==> config.mk <==
export PLATFORM = sky130hd
export DESIGN_NAME = vtp_front
export DESIGN_NICKNAME = d
export VERILOG_FILES = /design/src/design/vtp_pkg.sv /design/src/design/vtp_front.sv
export SDC_FILE = /design/constraint.sdc
export NUM_CORES = 1
export LEC_CHECK = 0
export ABC_AREA = 1
export BUFFER_PORTS_ARGS = -buffer_cell sky130_fd_sc_hd__buf_2
export CAP_MARGIN = 20
export CORE_MARGIN = 3
export CORE_UTILIZATION = 57
export DETAILED_ROUTE_END_ITERATION = 7
export GPL_TIMING_DRIVEN = 0
export PLACE_DENSITY_LB_ADDON = 0.15
export SETUP_SLACK_MARGIN = 0.2
export SLEW_MARGIN = 25
export SYNTH_ARGS = -nofsm -noshare
export SYNTH_HDL_FRONTEND = slang
export SYNTH_SLANG_ARGS = --single-unit
==> constraint.sdc <==
create_clock -name clk -period 6.73 [get_ports clk]
set_input_delay 0 -clock clk [delete_from_list [all_inputs] [get_ports clk]]
set_output_delay 0 -clock clk [all_outputs]
set_load 0.03 [all_outputs]
==> src/design/vtp_pkg.sv <==
package vtp_pkg;

  localparam int FRAC_BITS_DEF = 16;
  localparam int COORD_W       = 32;
  localparam int DATA_W        = 64;
  localparam int NUM_REGS      = 8;
  localparam int REG_IDX_W     = 3;
  localparam int ADDR_W        = 6;
  localparam int QUEUE_DEPTH   = 4;
  localparam int SUM_W         = 66;

  typedef enum logic [REG_IDX_W-1:0] {
    REG_ROW0_C01 = 3'd0,
    REG_ROW0_C23 = 3'd1,
    REG_ROW1_C01 = 3'd2,
    REG_ROW1_C23 = 3'd3,
    REG_ROW2_C01 = 3'd4,
    REG_ROW2_C23 = 3'd5,
    REG_PERSP_XY = 3'd6,
    REG_PERSP_ZD = 3'd7
  } reg_idx_t;

  typedef logic [NUM_REGS-1:0][DATA_W-1:0] cfg_bank_t;

  localparam cfg_bank_t REG_RESET = {
    64'h0000_0000_0000_0000,   // persp_z_distance
    64'h0000_0000_0000_0000,   // persp_xy
    64'h0001_0000_0000_0000,   // row2_cols23
    64'h0000_0000_0000_0000,   // row2_cols01
    64'h0000_0000_0000_0000,   // row1_cols23
    64'h0000_0000_0001_0000,   // row1_cols01
    64'h0000_0000_0000_0000,   // row0_cols23
    64'h0000_0001_0000_0000    // row0_cols01
  };

  typedef struct packed {
    logic signed [COORD_W-1:0] x;
    logic signed [COORD_W-1:0] y;
    logic signed [COORD_W-1:0] z;
    logic                      last;
  } vtx_t;

  typedef struct packed {
    logic signed [COORD_W-1:0] ax;
    logic signed [COORD_W-1:0] ay;
    logic signed [COORD_W-1:0] az;
    logic [2:0]                neg;
    logic [2:0]                frac_nz;
    logic                      clip;
    logic                      persp;
    logic                      last;
  } side_t;

  typedef struct packed {
    logic                      ovf;
    logic signed [COORD_W-1:0] val;
  } sat_t;

  function automatic sat_t sat32(input logic signed [SUM_W-1:0] v);
    sat_t r;
    if (v > SUM_W'(signed'(32'sh7fff_ffff))) begin
      r.ovf = 1'b1;
      r.val = 32'sh7fff_ffff;
    end else if (v < SUM_W'(signed'(32'sh8000_0000))) begin
      r.ovf = 1'b1;
      r.val = 32'sh8000_0000;
    end else begin
      r.ovf = 1'b0;
      r.val = v[COORD_W-1:0];
    end
    return r;
  endfunction

endpackage

==> src/design/vtp_front.sv <==
module vtp_front (
  input  logic                clk,
  input  logic                rst,
  input  logic                in_valid,
  output logic                in_stall,
  input  logic signed [31:0]  in_x,
  input  logic signed [31:0]  in_y,
  input  logic signed [31:0]  in_z,
  input  logic                last_vertex,
  output logic                q_valid,
  output vtp_pkg::vtx_t       q_word,
  input  logic                q_take
);
  import vtp_pkg::*;

  localparam int PTR_W = $clog2(QUEUE_DEPTH);
  localparam int CNT_W = $clog2(QUEUE_DEPTH + 1);

  vtx_t             slot [QUEUE_DEPTH];
  logic [PTR_W-1:0] wr_ptr;
  logic [PTR_W-1:0] rd_ptr;
  logic [CNT_W-1:0] count;
  logic             push;
  logic             pop;

  assign in_stall = (count == CNT_W'(QUEUE_DEPTH));
  assign push     = in_valid && !in_stall;
  assign q_valid  = (count != '0);
  assign pop      = q_valid && q_take;
  assign q_word   = slot[rd_ptr];

  always_ff @(posedge clk) begin
    if (rst) begin
      wr_ptr <= '0;
      rd_ptr <= '0;
      count  <= '0;
    end else begin
      if (push) wr_ptr <= wr_ptr + 1'b1;
      if (pop)  rd_ptr <= rd_ptr + 1'b1;
      case ({push, pop})
        2'b10:   count <= count + 1'b1;
        2'b01:   count <= count - 1'b1;
        default: count <= count;
      endcase
    end
  end

  always_ff @(posedge clk) begin
    if (push) begin
      slot[wr_ptr] <= '{x: in_x, y: in_y, z: in_z, last: last_vertex};
    end
  end

endmodule

==> impl_results.md <==
- Status: completed
- Clk sinks: 397
- Met3 usage: ~4.8%
- Clock tree buffer depth: 3
- Combinational power share: about 30%
- Max_cap viols: 0
- Core Rows: 58
- NetSw: 2.40 mW
- Syn_nets: between 1000 and 1500
- Clock Pin Slew Worst Setup and Hold Paths: 0.06 ns
- Unrepaired setup endpoints after global routing: no
- GRT overflow: 0
- Global Route Usage Sum: a little under a quarter
- Die area: ~28000 sq um
- Chip height: between 150 and 200 um
- Final Skew: 0.0157 ns
- Worst setup SP type: register
- Core Region: around 25000 sq um
- DR vias/cell: ~5.6
- Largest delay share family, worst path: buffers and inverters
- Final Max Slew Viols: 0
- Synth warn: 0
- Fin. Hold Viols: 0
- Critical path's slowest cell: dfxtp_1
- Wire per inst: about 20 um
- Initial core utilization: about 60%
- Port bufs: 199
- Seq cells post-synth: 397
- Dpl cells: between 1500 and 2000
- Crit. End Element: output port
- Clk root buf: clkbuf_16
- Clock power frac: between 20% and 30%
- CTS Buf Count: 40
- Hold Crit Depth: 2
- Worst slew margin: a little over half
- DR pass1 iterations: 5
- Post-synth cell types: 18
- Tcrit/Tclk final: between 30% and 40%
- Mean post-synth cell area: 14.7 sq um
- Worst Path Required: ~6.7 ns
- Fmax: 0.395 GHz
- Busiest grt layer: met2
- DRC viols: 0
- Max FO, Critical Path: 10
- Final Non-Filler Cells: approximately 1700
- First-pass GRT wire length: between 50000 and 60000 um
- Antenna violations before repair: 1
- Nets@finish: between 1000 and 1500
- Via count: between 9000 and 10000
- Power density over the cells: about 380 nW/um^2
- DR iter-0 viols: 920
- Layout Cell Area excl Fill: about 19000 sq um
- Sw Ratio: between 30% and 40%
- WS Path Type: reg -> out
- Int Pwr: ~4.7 mW
- M1 GR Usage: around a third
- Maximum vdd drop: roughly 0.3 mV
- Largest net degree at the start of global routing: 23
- Tightest Pin Transition: 0.680 ns
- Post-DP HPWL: approximately 20000 um
- Final GP Congestion: roughly 0.75
- Boundary pin count: 200
- Area delta synth->final: 28.1%
- Arrival time worst endpoint: between 2 and 3 ns
- Final WL: ~34000 um
- Vias in the first global route: roughly 9700
- Sequential share of power: between 40% and 50%
- Layout cell share with drive strength beyond 1: between 20% and 30%
- Type of the worst min-delay path: in -> reg
- Die width: between 150 and 200 um
- Placed cell areas: 16800 sq um
- CTS tree: yes
- CP Cell Sequence: inv_2 > buf_6 > clkbuf_1 > o21ai_1 > o22ai_1 > buf_2
- Final critical-path required period: around 2.5 ns
- Antenna Nets Post-Route: 0
- P_leak: approximately 6.8 nW
- Synth Cell Area: 14800 sq um
- Post-Synthesis Cells: 1006
- Clk_lat worst skew: 0.52 ns
- Worst R2R Path Depth: 6
- GRT met2 Usage: between 30% and 40%
- Setup-failing EPs final: 0
- Largest stage delay on the critical path: a little over 0.5 ns
- Crit path depth: 6
- H-Tree Depth: 2
- Sequential fraction of the synthesis area: between 70% and 80%
- Number of gates resized after cts: 0
- Buf/Inv on CP: 4
[cells in the mapped netlist]
cell type | n | area share (%)
dfxtp_1 | 9 | 1.2
o21ai_1 | 63 | 2.1
edfxtp_1 | 388 | 79
a21oi_1 | 5 | 0.17
nand3_1 | 5 | 0.17
buf_6 | 15 | 1.1
nor2_1 | 204 | 5.2
o22ai_1 | 97 | 4.1
nand2_1 | 15 | 0.38
clkbuf_1 | 25 | 0.63
inv_1 | 17 | 0.43
fa_1 | 1 | 0.14
clkbuf_2 | 3 | 0.10
buf_2 | 19 | 0.64
ha_1 | 5 | 0.42
inv_4 | 1 | 0.042
inv_2 | 1 | 0.025
o21ai_0 | 133 | 4.5
[power groups by stage]
stage                     registers [mW]  clock network, mW  logic (mW)
after floorplan                     3.05                  0        1.34
after global placement              3.09                  0        1.98
after detailed placement            3.04                  0        2.08
after CTS                           2.99               2.04        2.14
after global routing                3.00               2.14        2.29
final                               2.99               2.02        2.14
[final timing paths]
check	startpoint	end	slack, ns
setup reg to reg	count[1]$_SDFFE_PP0P_	slot[0][23]$_DFFE_PP_	4.51
hold / removal	in_z[0]	slot[0][1]$_DFFE_PP_	0.23
hold reg to reg	rd_ptr[1]$_SDFFE_PP0P_	rd_ptr[1]$_SDFFE_PP0P_	0.50
setup / recovery	register	q_word[77]	4.20
[worst register-to-register path: stages (launching register included)]
cell,delay [ns]
dfxtp_1,0.35
nor2_1,0.07
nand2_1,0.12
nand2_1,0.29
nor2_4,0.60
buf_12,0.28
buf_16,0.19
[through the flow]
step	utilization [%]	setup WS [ns]	hold slack (ns)	TNS, ns	power, mW
floorplan	-	1.50	0.0691	0	4.39
global placement	63.9	-1.79	0.212	-634.71	5.07
detailed placement	66.0	4.54	0.215	0	5.12
CTS	74.7	4.23	0.207	0	7.17
global route	74.7	4.12	0.235	0	7.43
finish	74.7	4.20	0.233	0	7.14
[logic make-up after synthesis]
logic type	after synthesis	share of synthesized area (%)
AND/OR/NAND/NOR	224	5.72
flip-flops	397	79.8
adder cells (fa/ha/maj)	6	0.557
AO/OA/AOI/OAI	298	10.9
buffers and inverters	81	3.01
[state kept, by name, summed over array words and instances, names as in the netlist, named ones only]
name	flops
rd_ptr	2
count	3
slot	388
wr_ptr	2
[layout make-up]
cell class,instances,area [sq um]
Antenna cell,1,2.50
Sequential cell,397,11800
Clock inverter,15,68.8
Inverter,19,73.8
Multi-Input combinational cell,528,2570
Timing Repair Buffer,320,2510
Clock buffer,54,1140
Tap cell,330,413
Buffer,62,373
Fill cell,1574,6420
[per-layer routing]
layer,part of all wire (%),up-vias
li1,-,4524
met5,0,-
met3,8.5,74
met2,49,455
met1,39,4550
met4,2.9,0
[placed cells by master, fill, tap and decap left out]
| cell type | instances |
|---|---|
| a21oi_1 | 5 |
| buf_12 | 6 |
| buf_16 | 14 |
| buf_2 | 218 |
| buf_6 | 15 |
| clkbuf_1 | 33 |
| clkbuf_16 | 42 |
| clkbuf_2 | 3 |
| clkbuf_8 | 4 |
| clkinv_1 | 7 |
| clkinv_2 | 7 |
| clkinvlp_4 | 1 |
| dfxtp_1 | 9 |
| diode_2 | 1 |
| dlygate4sd3_1 | 101 |
| edfxtp_1 | 388 |
| fa_1 | 1 |
| ha_1 | 5 |
| inv_1 | 17 |
| inv_2 | 1 |
| inv_4 | 1 |
| nand2_1 | 15 |
| nand3_1 | 5 |
| nor2_1 | 200 |
| nor2_4 | 4 |
| o21ai_0 | 133 |
| o21ai_1 | 63 |
| o22ai_1 | 97 |
[what timing repair did]
action / CTS / global route
hold buffers: 101 / 0
buffers inserted: 0 / 0
hold endpoints to repair: 397 / 0
(Power assumes the default switching activity.)
